===== src/rtl/core/skil_pkg.sv =====
// Shared types and constants for the sorted key index lookup core.
// Holds beat structs, command and status codes, controller states and
// datapath micro-ops. No dependencies.
package skil_pkg;

  localparam int MAX_ENTRIES_DEF = 1024;
  localparam int KEY_BITS_DEF    = 64;
  localparam int KEY_W           = 64;
  localparam int POS_W           = 11;

  localparam logic [1:0] CMD_APPEND = 2'd0;
  localparam logic [1:0] CMD_LOOKUP = 2'd1;
  localparam logic [1:0] CMD_CLEAR  = 2'd2;

  localparam logic [1:0] ST_OK        = 2'd0;
  localparam logic [1:0] ST_FULL      = 2'd1;
  localparam logic [1:0] ST_NOT_FOUND = 2'd2;

  typedef struct packed {
    logic [1:0]       cmd;
    logic [KEY_W-1:0] key;
  } in_item_t;

  typedef struct packed {
    logic [1:0]       status;
    logic             found;
    logic [POS_W-1:0] position;
  } out_item_t;

  typedef enum logic [3:0] {
    S_IDLE,
    S_DECODE,
    S_COPY_RD,
    S_COPY_WR,
    S_PASS_INIT,
    S_MERGE_RD,
    S_MERGE_WR,
    S_SRCH_INIT,
    S_SRCH_RD,
    S_SRCH_CMP,
    S_FINAL_CMP,
    S_RESULT
  } state_t;

  typedef enum logic [4:0] {
    OP_NONE,
    OP_CAPTURE,
    OP_APPEND,
    OP_CLEAR,
    OP_COPY_INIT,
    OP_COPY_RD,
    OP_COPY_WR,
    OP_PASS_INIT,
    OP_SORT_DONE,
    OP_MERGE_RD,
    OP_MERGE_WR,
    OP_SRCH_INIT,
    OP_SRCH_RD,
    OP_SRCH_CMP,
    OP_FINAL_RD,
    OP_FINAL_CMP,
    OP_MISS,
    OP_EMIT
  } dp_op_t;

  typedef struct packed {
    logic [1:0] cmd;
    logic       sorted_valid;
    logic       count_zero;
    logic       copy_last;
    logic       sort_done;
    logic       run_last;
    logic       pass_last;
    logic       srch_open;
    logic       slo_zero;
    logic       out_free;
  } dp_status_t;

endpackage


===== src/rtl/core/skil_ctrl.sv =====
// Controller state machine for the sorted key index lookup core.
// Sequences capture, append, rebuild (copy and merge passes) and search.
// Depends on skil_pkg.
module skil_ctrl
  import skil_pkg::*;
(
  input  logic       clk,
  input  logic       rst,
  input  logic       in_valid,
  output logic       in_stall,
  input  dp_status_t st,
  output dp_op_t     op
);

  state_t state, state_next;

  always_ff @(posedge clk) begin
    if (rst) begin
      state <= S_IDLE;
    end else begin
      state <= state_next;
    end
  end

  always_comb begin
    state_next = state;
    op         = OP_NONE;
    in_stall   = (state != S_IDLE);
    unique case (state)
      S_IDLE: begin
        if (in_valid) begin
          op         = OP_CAPTURE;
          state_next = S_DECODE;
        end
      end
      S_DECODE: begin
        priority if (st.cmd == CMD_APPEND) begin
          op         = OP_APPEND;
          state_next = S_RESULT;
        end else if (st.cmd == CMD_CLEAR) begin
          op         = OP_CLEAR;
          state_next = S_RESULT;
        end else if (st.cmd == CMD_LOOKUP) begin
          if (st.sorted_valid) begin
            state_next = S_SRCH_INIT;
          end else begin
            op         = OP_COPY_INIT;
            state_next = st.count_zero ? S_PASS_INIT : S_COPY_RD;
          end
        end else begin
          state_next = S_RESULT;
        end
      end
      S_COPY_RD: begin
        op         = OP_COPY_RD;
        state_next = S_COPY_WR;
      end
      S_COPY_WR: begin
        op         = OP_COPY_WR;
        state_next = st.copy_last ? S_PASS_INIT : S_COPY_RD;
      end
      S_PASS_INIT: begin
        if (st.sort_done) begin
          op         = OP_SORT_DONE;
          state_next = S_SRCH_INIT;
        end else begin
          op         = OP_PASS_INIT;
          state_next = S_MERGE_RD;
        end
      end
      S_MERGE_RD: begin
        op         = OP_MERGE_RD;
        state_next = S_MERGE_WR;
      end
      S_MERGE_WR: begin
        op         = OP_MERGE_WR;
        state_next = (st.run_last && st.pass_last) ? S_PASS_INIT : S_MERGE_RD;
      end
      S_SRCH_INIT: begin
        op         = OP_SRCH_INIT;
        state_next = S_SRCH_RD;
      end
      S_SRCH_RD: begin
        priority if (st.srch_open) begin
          op         = OP_SRCH_RD;
          state_next = S_SRCH_CMP;
        end else if (st.slo_zero) begin
          op         = OP_MISS;
          state_next = S_RESULT;
        end else begin
          op         = OP_FINAL_RD;
          state_next = S_FINAL_CMP;
        end
      end
      S_SRCH_CMP: begin
        op         = OP_SRCH_CMP;
        state_next = S_SRCH_RD;
      end
      S_FINAL_CMP: begin
        op         = OP_FINAL_CMP;
        state_next = S_RESULT;
      end
      S_RESULT: begin
        if (st.out_free) begin
          op         = OP_EMIT;
          state_next = S_IDLE;
        end
      end
      default: begin
        state_next = S_IDLE;
      end
    endcase
  end

endmodule


===== config.mk =====
export PLATFORM = sky130hd
export DESIGN_NAME = skil_ctrl
export DESIGN_NICKNAME = d
export VERILOG_FILES = /design/src/rtl/core/skil_pkg.sv /design/src/rtl/core/skil_ctrl.sv
export SDC_FILE = /design/constraint.sdc
export NUM_CORES = 1
export LEC_CHECK = 0
export CELL_PAD_IN_SITES_DETAIL_PLACEMENT = 1
export CELL_PAD_IN_SITES_GLOBAL_PLACEMENT = 1
export CORE_MARGIN = 4
export CORE_UTILIZATION = 40
export DETAILED_ROUTE_END_ITERATION = 8
export DONT_BUFFER_PORTS = 1
export PLACE_DENSITY = 0.78
export SETUP_SLACK_MARGIN = 0.2
export SLEW_MARGIN = 5
export SYNTH_ARGS = -nofsm -noshare
export SYNTH_HDL_FRONTEND = slang
export SYNTH_SLANG_ARGS = --single-unit

===== constraint.sdc =====
create_clock -name clk -period 1.9 [get_ports clk]
set_input_delay 0.38 -clock clk [delete_from_list [all_inputs] [get_ports clk]]
set_output_delay 0.38 -clock clk [all_outputs]
set_load 0.05 [all_outputs]

==> impl_metrics.env, run 1 <==
export IMPL_cts_buffers=3
export IMPL_place_congestion=0.861
export IMPL_syn_mean_instance_area_sq_um=6.90
export IMPL_io_pins=20
export IMPL_initial_utilization_pct=42.4
export IMPL_port_buffers=0
export IMPL_synthTopCellsByArea="dfxtp_1 15%, a21oi_1 7.3%, nor4b_1 6.3%"
export IMPL_outcome="aborted with a tool error"
export IMPL_synth_seq_cells=4
export IMPL_clock_path_buffers=2
export IMPL_worstEpCategory="output port"
export IMPL_synthSimpleGateAreaFrac_pct=40.4
export IMPL_cts_root_buffer="clkbuf_4"
export IMPL_grt_max_degree=12
export IMPL_syn_num_nets=94
export IMPL_placementRows=13
export IMPL_postSynthCellCount=80
export IMPL_place_inst=99
export IMPL_dp_hpwl_um=1470
export IMPL_synth_top_family_by_area="simple AND/OR/NAND/NOR gates"
export IMPL_die_w_um=45.1
export IMPL_yosysWarningCount=0
export IMPL_synth_adder_area_share_pct=0
export IMPL_lastStage="5_1_grt"
export IMPL_cts_sinks=4
export IMPL_antenna_found_initial=0
export IMPL_synth_xor_area_share_pct=0
export IMPL_syn_area_sq_um=552
export IMPL_yosys_mux_area_fraction_pct=0
export IMPL_crit_endpoint="op[2]"
export IMPL_htree_levels=1
export IMPL_synth_distinct_cells=37
export IMPL_synth_top_cell_area_share_pct=14.5
export IMPL_synth_seq_area_share_pct=14.5
export IMPL_cts_hold_buf=0
export IMPL_yosys_area_top_type="dfxtp_1"
export IMPL_synth_compound_area_share_pct=38.3
export IMPL_error="[ERROR DPL-0033] detailed placement checks failed during check placement."
export IMPL_die_h_um=45.1
export IMPL_place_area_sq_um=763
==> per-stage QoR <==
stage,setup slack (ns),hold slack (ns),TNS (ns)
2_1_floorplan,0.177,0.445,0
3_5_place_dp,0.121,0.451,0
4_1_cts,-0.00135,0.207,-0.00135
3_3_place_gp,0.155,0.447,0
==> kinds of logic after synthesis <==
group | Yosys count
simple gates | 35
compound gates | 31
flops | 4
buf+inv | 10
==> timing repair <==
item                       in CTS
pin swaps                       8
setup endpoints to repair       7
resized for setup              22
setup buffers                   8
==> Yosys cell counts <==
cell / instances
nand3b_1: 1
or4b_2: 1
a221oi_1: 1
or4_1: 1
nand4b_1: 1
nor4b_1: 4
and2b_1: 1
nor2b_1: 2
inv_1: 2
and4b_1: 1
or4b_4: 1
a22oi_1: 1
a211oi_1: 1
nor4_1: 1
nand2b_1: 3
a31o_2: 1
o221ai_1: 1
nand3_1: 1
and3_1: 2
or3b_2: 1
clkbuf_1: 7
o22ai_1: 3
o21bai_1: 2
a21oi_1: 8
and2_1: 1
o21ai_0: 4
a21o_1: 1
nor3_1: 3
nand2_1: 3
a2111oi_2: 1
o31ai_1: 3
buf_1: 1
a31oi_1: 1
o311a_1: 1
o21a_1: 2
dfxtp_1: 4
nor2_1: 7
==> inputs of run 2 (changes only) <==
==> config.mk (replaced) <==
export PLATFORM = sky130hd
export DESIGN_NAME = skil_ctrl
export DESIGN_NICKNAME = d
export VERILOG_FILES = /design/src/rtl/core/skil_pkg.sv /design/src/rtl/core/skil_ctrl.sv
export SDC_FILE = /design/constraint.sdc
export NUM_CORES = 1
export LEC_CHECK = 0
export CORE_AREA = 4 4 65 67
export DETAILED_ROUTE_END_ITERATION = 8
export DIE_AREA = 0 0 69 71
export DONT_BUFFER_PORTS = 1
export PLACE_DENSITY_LB_ADDON = 0.15
export SLEW_MARGIN = 5
export SYNTH_ARGS = -nofsm -noshare
export SYNTH_HDL_FRONTEND = slang
export SYNTH_SLANG_ARGS = --single-unit
==> run 2 against run 1 <==
Against the previous run: the flow now finishes, with violations (setup timing); area after synthesis is the same; synthesized cell count did not move.
==> impl_metrics.env, run 2 <==
export IMPL_violations="setup timing"
export IMPL_end_kind="output port"
export IMPL_sw_frac_of_total_pct=49.0
export IMPL_internal_power_uw=795
export IMPL_slew_violations=0
export IMPL_layout_common_cells="11 x buf_4, 6 x a21oi_1, 6 x nor2_1"
export IMPL_largest_reg_flops=4
export IMPL_dp_hpwl_um=1650
export IMPL_fin_skew_ns=0.000955
export IMPL_drt_total_wl_um=2090
export IMPL_worstSkewPairLatency_ns=0.22
export IMPL_grt_usage_pct=8.82
export IMPL_place_congestion=0.740
export IMPL_antenna_found_initial=0
export IMPL_worstSetupStartpointType="flop"
export IMPL_cts_reportedPaths_clkPinSlew_ns=0.03
export IMPL_nNetsFinal=107
export IMPL_yosys_area_top_type="dfxtp_1"
export IMPL_dieArea_sq_um=4900
export IMPL_postSynthCellCount=80
export IMPL_outcome="finished with violations"
export IMPL_critPathMaxFanout=4
export IMPL_grt_max_degree=24
export IMPL_drc=0
export IMPL_syn_to_final_growth_pct=63.3
export IMPL_async_flop_share_pct=0
export IMPL_cts_buffers=3
export IMPL_avgRoutedWirePerCell_um=15.0
export IMPL_worstMarginPinSlew_ns=0.383
export IMPL_fin_crit_ns=1.94
export IMPL_place_ws_ns=0.0810
export IMPL_final_cell_area_sq_um=901
export IMPL_relSlewSlack_pct=74.3
export IMPL_cts_sinks=4
export IMPL_initial_utilization_pct=15.2
export IMPL_synth_commonest_cells="8 x a21oi_1, 7 x clkbuf_1, 7 x nor2_1"
export IMPL_ys_flop_type="dfxtp_1"
export IMPL_startpoint="state[0]$_SDFFE_PP0P_"
export IMPL_p_leak_uw=0.000319
export IMPL_drv_cap=0
export IMPL_power_frac_comb_pct=79.4
export IMPL_grt_ovfl_total=0
export IMPL_die_h_um=71
export IMPL_powerDensity_nw_per_um2=1730
export IMPL_pwr_share_clk_pct=11.6
export IMPL_core_sq_um=3630
export IMPL_io_pins=20
export IMPL_arrival_ns=1.56
export IMPL_syn_num_nets=94
export IMPL_worstPathRequired_ns=1.52
export IMPL_cts_hold_buf=0
export IMPL_synth_seq_cells=4
export IMPL_synth_top_cell_area_share_pct=14.5
export IMPL_drt_iter0_drc=56
export IMPL_yosysWarningCount=0
export IMPL_path_class="reg2out"
export IMPL_reg_top3="state (4)"
export IMPL_syn_area_sq_um=552
export IMPL_power_switching_uw=765
export IMPL_diodes=0
export IMPL_vias=689
export IMPL_vias_per_cell=4.96
export IMPL_grt_pass1_vias=704
export IMPL_placementRows=22
export IMPL_synth_edf_count=0
export IMPL_hp_start="rst"
export IMPL_ir_drop_mv=0.687
export IMPL_rsz0062_at_grt="yes"
export IMPL_die_w_um=69
export IMPL_firstDrtPassIters=4
export IMPL_synth_seq_area_share_pct=14.5
export IMPL_place_area_sq_um=795
export IMPL_drive_gt1_share_pct=41.8
export IMPL_cts_tree="yes"
export IMPL_setup_slack_ns=-0.0352
export IMPL_mostFrequentLayoutCell="buf_4"
export IMPL_drt_antenna_violating_nets=0
export IMPL_port_buffers=0
export IMPL_synth_distinct_cells=37
export IMPL_htree_levels=1
export IMPL_finalHoldViolCount=0
export IMPL_fmax_mhz=517
export IMPL_fillers=412
export IMPL_cts_root_buffer="clkbuf_8"
export IMPL_grt_pass1_wl_um=3520
export IMPL_hp_class="in2reg"
export IMPL_seq_power_share_pct=9.0
export IMPL_top_register="state"
export IMPL_finalSetupViolations=3
export IMPL_fin_crit_sh_pct=102
export IMPL_syn_mean_instance_area_sq_um=6.90
export IMPL_yosysMostFrequentCell="a21oi_1"
export IMPL_rr_startpoint="state[1]$_SDFFE_PP0P_"
export IMPL_clock_path_buffers=2
export IMPL_synthTopCellsByArea="dfxtp_1 15%, a21oi_1 7.3%, nor4b_1 6.3%"
## run 2: cell counts after synthesis
Identical to the previous run, type by type.
## run 2: repair_timing
action                     in CTS  in global routing
setup endpoints to repair       5                  6
pin swaps                       3                  1
gates cloned                    0                  0
buffers inserted                1                  0
gates resized for setup         9                  4
## run 2: worst paths after layout
check	end	slack, ns	depth (start not counted)
setup / recovery	op[2]	-0.04	4
hold / removal	state[3]$_SDFFE_PP0P_	0.23	1
setup reg to reg	state[1]$_SDFFE_PP0P_	0.18	5
hold reg to reg	state[0]$_SDFFE_PP0P_	0.68	3
## run 2: per-stage QoR
step | total power, uW | util [%] | TNS, ns | cells | hold WS (ns)
floorplan | 896 | - | 0 | 80 | 0.452
global placement | 1300 | 21.9 | 0 | 135 | 0.457
detailed placement | 1290 | 21.9 | 0 | 135 | 0.459
CTS | 1540 | 24.4 | -0.121 | 139 | 0.225
global route | 1650 | 24.8 | -0.272 | 139 | 0.230
finish | 1560 | 24.8 | -0.0834 | 139 | 0.227
## run 2: cell families (layout without fill, tap and decap cells)
group           Yosys count  in the layout  synth area share [%]
simple gates             35             35                  40.4
compound gates           31             31                  38.3
buf+inv                  10             21                  6.80
flops                     4              4                  14.5
## run 2: cell type report
| type | instances | area (sq um) | area share, % |
|---|---|---|---|
| timing repair buffer | 16 | 174 | 19.3 |
| multi-input combinational | 66 | 534 | 59.3 |
| clock buffer | 3 | 41.3 | 4.58 |
| tap | 48 | 60.1 | 6.67 |
| sequential | 4 | 83.8 | 9.31 |
| inverter | 2 | 7.51 | 0.833 |
## run 2: critical path: stages, from the launching register on
cell and delay (ns):
dfxtp_1 0.32, or3b_2 0.48, a21oi_2 0.23, o221ai_4 0.15, buf_12 0.17
## run 2: power by group through the flow
stage / Sequential [uW] / Clock [uW] / Combinational [uW]
after floorplan: 130 / 0 / 766
after global placement: 140 / 0 / 1160
after detailed placement: 138 / 0 / 1150
after CTS: 140 / 185 / 1220
after global routing: 145 / 188 / 1310
final: 140 / 182 / 1240
## run 2: per-layer routing
layer / track usage (%) / wire [um] / vias to the layer above
li1: - / - / 333
met1: 11.1 / 945 / 330
met2: 13.9 / 995 / 26
met3: 2.56 / 144 / 0
met4: 3.90 / 0 / 0
met5: 0 / 0 / -
Note: power is estimated with default switching activity, not from simulation.
==> inputs of run 3 (changes only) <==
--- a/config.mk
+++ b/config.mk
@@ -5,6 +5,8 @@
 export SDC_FILE = /design/constraint.sdc
 export NUM_CORES = 1
 export LEC_CHECK = 0
+export CELL_PAD_IN_SITES_DETAIL_PLACEMENT = 0
+export CELL_PAD_IN_SITES_GLOBAL_PLACEMENT = 2
 export CORE_AREA = 4 4 65 67
 export DETAILED_ROUTE_END_ITERATION = 8
 export DIE_AREA = 0 0 69 71
==> run 3 against run 2 <==
Against the previous run: the run now ends clean; worst setup slack gained 0.043 ns; die area is the same; hold slack lost 0.0037 ns; core utilization grew 0.41 points; fmax grew 2.3%; non-clock buffer count grew 3; global-route usage grew 0.72 points; critical endpoint is now op[4]; highest routed layer is now met4.
==> impl_metrics.env, run 3 (synthesized netlist as in run 2, its figures left out) <==
export IMPL_outcome="complete, no violations"
export IMPL_grt_usage_pct=9.54
export IMPL_drc=0
export IMPL_relSlewSlack_pct=73.9
export IMPL_worstSetupStartpointType="flop"
export IMPL_p_total_uw=1560
export IMPL_finalSetupViolations=0
export IMPL_arrival_ns=1.51
export IMPL_cts_buffers=3
export IMPL_rsz0062_at_grt="yes"
export IMPL_ir_drop_mv=0.655
export IMPL_drv_cap=0
export IMPL_dp_hpwl_um=1730
export IMPL_finalHoldViolCount=0
export IMPL_hp_start="rst"
export IMPL_fillers=424
export IMPL_die_h_um=71
export IMPL_core_sq_um=3630
export IMPL_largest_reg_flops=4
export IMPL_fin_skew_ns=0.00672
export IMPL_cts_tree="yes"
export IMPL_worstMarginPinSlew_ns=0.390
export IMPL_grt_ovfl_total=0
export IMPL_setup_tns_final_ns=0
export IMPL_drt_antenna_violating_nets=0
export IMPL_avgRoutedWirePerCell_um=15.8
export IMPL_place_congestion=0.686
export IMPL_powerDensity_nw_per_um2=1700
export IMPL_r2r_end="state[1]$_SDFFE_PP0P_"
export IMPL_grt_max_degree=17
export IMPL_rr_startpoint="state[1]$_SDFFE_PP0P_"
export IMPL_hold_path_depth=1
export IMPL_multi_input_area_sq_um=523
export IMPL_hp_class="in2reg"
export IMPL_worstPathRequired_ns=1.52
export IMPL_fin_crit_ns=1.89
export IMPL_r2r_slack_ns=0.13
export IMPL_htree_levels=1
export IMPL_io_pins=20
export IMPL_grt_pass1_vias=749
export IMPL_diodes=0
export IMPL_top_register="state"
export IMPL_cts_sinks=4
export IMPL_die_w_um=69
export IMPL_mostFrequentLayoutCell="buf_4"
export IMPL_fmax_mhz=528
export IMPL_firstDrtPassIters=4
export IMPL_holdPathEnd="state[3]$_SDFFE_PP0P_"
export IMPL_grt_pass1_wl_um=3800
export IMPL_port_buffers=0
export IMPL_seqCellArea_sq_um=90.1
export IMPL_path_class="reg2out"
export IMPL_clock_path_buffers=2
export IMPL_vias_per_cell=4.87
export IMPL_placementRows=22
export IMPL_cts_hold_buf=0
export IMPL_critPathMaxFanout=8
export IMPL_drt_iter0_drc=10
export IMPL_slew_violations=0
export IMPL_cts_root_buffer="clkbuf_8"
export IMPL_syn_to_final_growth_pct=66.0
export IMPL_vias=691
export IMPL_fin_crit_sh_pct=99.6
export IMPL_nNetsFinal=110
export IMPL_worst_hold_slack_ns=0.223
export IMPL_cts_reportedPaths_clkPinSlew_ns=0.04
export IMPL_p_leak_uw=0.000334
export IMPL_rr_worst_depth=5
export IMPL_reg_top3="state (4)"
export IMPL_antenna_found_initial=0
export IMPL_initial_utilization_pct=15.2
export IMPL_drive_gt1_share_pct=43.6
export IMPL_worstSkewPairLatency_ns=0.22
export IMPL_end_kind="output port"
export IMPL_layout_common_cells="13 x buf_4, 7 x nor2_1, 6 x a21oi_1"
export IMPL_dieArea_sq_um=4900
export IMPL_drt_total_wl_um=2240
-- run 3: stage by stage --
stage,util (%),instance area [sq um],setup WS (ns),instances
after CTS,24.9,905,-0.0220,142
final,25.2,916,0.00775,142
after global placement,21.9,795,0.0768,135
after detailed placement,21.9,795,0.116,135
after global routing,25.2,916,-0.0582,142
after floorplan,-,604,0.0130,80
-- run 3: area by class of cell --
cell class | count | area share [%]
Multi-Input combinational cell | 66 | 57.1
Tap cell | 48 | 6.56
Timing Repair Buffer | 19 | 21.2
Inverter | 2 | 0.820
Clock buffer | 3 | 4.51
Sequential cell | 4 | 9.84
-- run 3: worst max-delay path by stage --
stage	start	to	cells after the start
floorplan	state[2]$_SDFFE_PP0P_	op[0]	5
global placement	state[1]$_SDFFE_PP0P_	op[0]	5
detailed placement	state[1]$_SDFFE_PP0P_	op[2]	4
CTS	state[1]$_SDFFE_PP0P_	op[2]	3
global route	state[0]$_SDFFE_PP0P_	op[3]	4
finish	state[0]$_SDFFE_PP0P_	op[4]	4
-- run 3: per-layer routing --
metal  routed length (um)  global-route usage [%]  part of all wire [%]  vias to the layer above
met5                    0                       0                     0                        -
li1                     -                       -                     -                      338
met4                   20                    1.52                  0.89                        0
met2                 1140                    16.3                    51                       24
met1                  958                    11.8                    43                      325
met3                  115                    3.13                   5.1                        4
-- run 3: repair_timing --
action / CTS / global route
resized for setup: 10 / 4
setup endpoints to repair: 5 / 7
setup buffers: 4 / 0
pin swaps: 4 / 2
endpoints found under the hold margin: 0 / 0
-- run 3: critical path, stage by stage, from the launching register on --
cell and delay [ns]:
dfxtp_4 0.35, buf_12 0.13, or4b_4 0.50, a21oi_4 0.16, buf_12 0.15
-- run 3: report_power, final --
part | total (uW) | switching (uW) | internal [uW]
Clock | 182 | 46.7 | 135
Combinational | 1210 | 671 | 534
Sequential | 172 | 47.9 | 124
Total | 1560 | 766 | 794
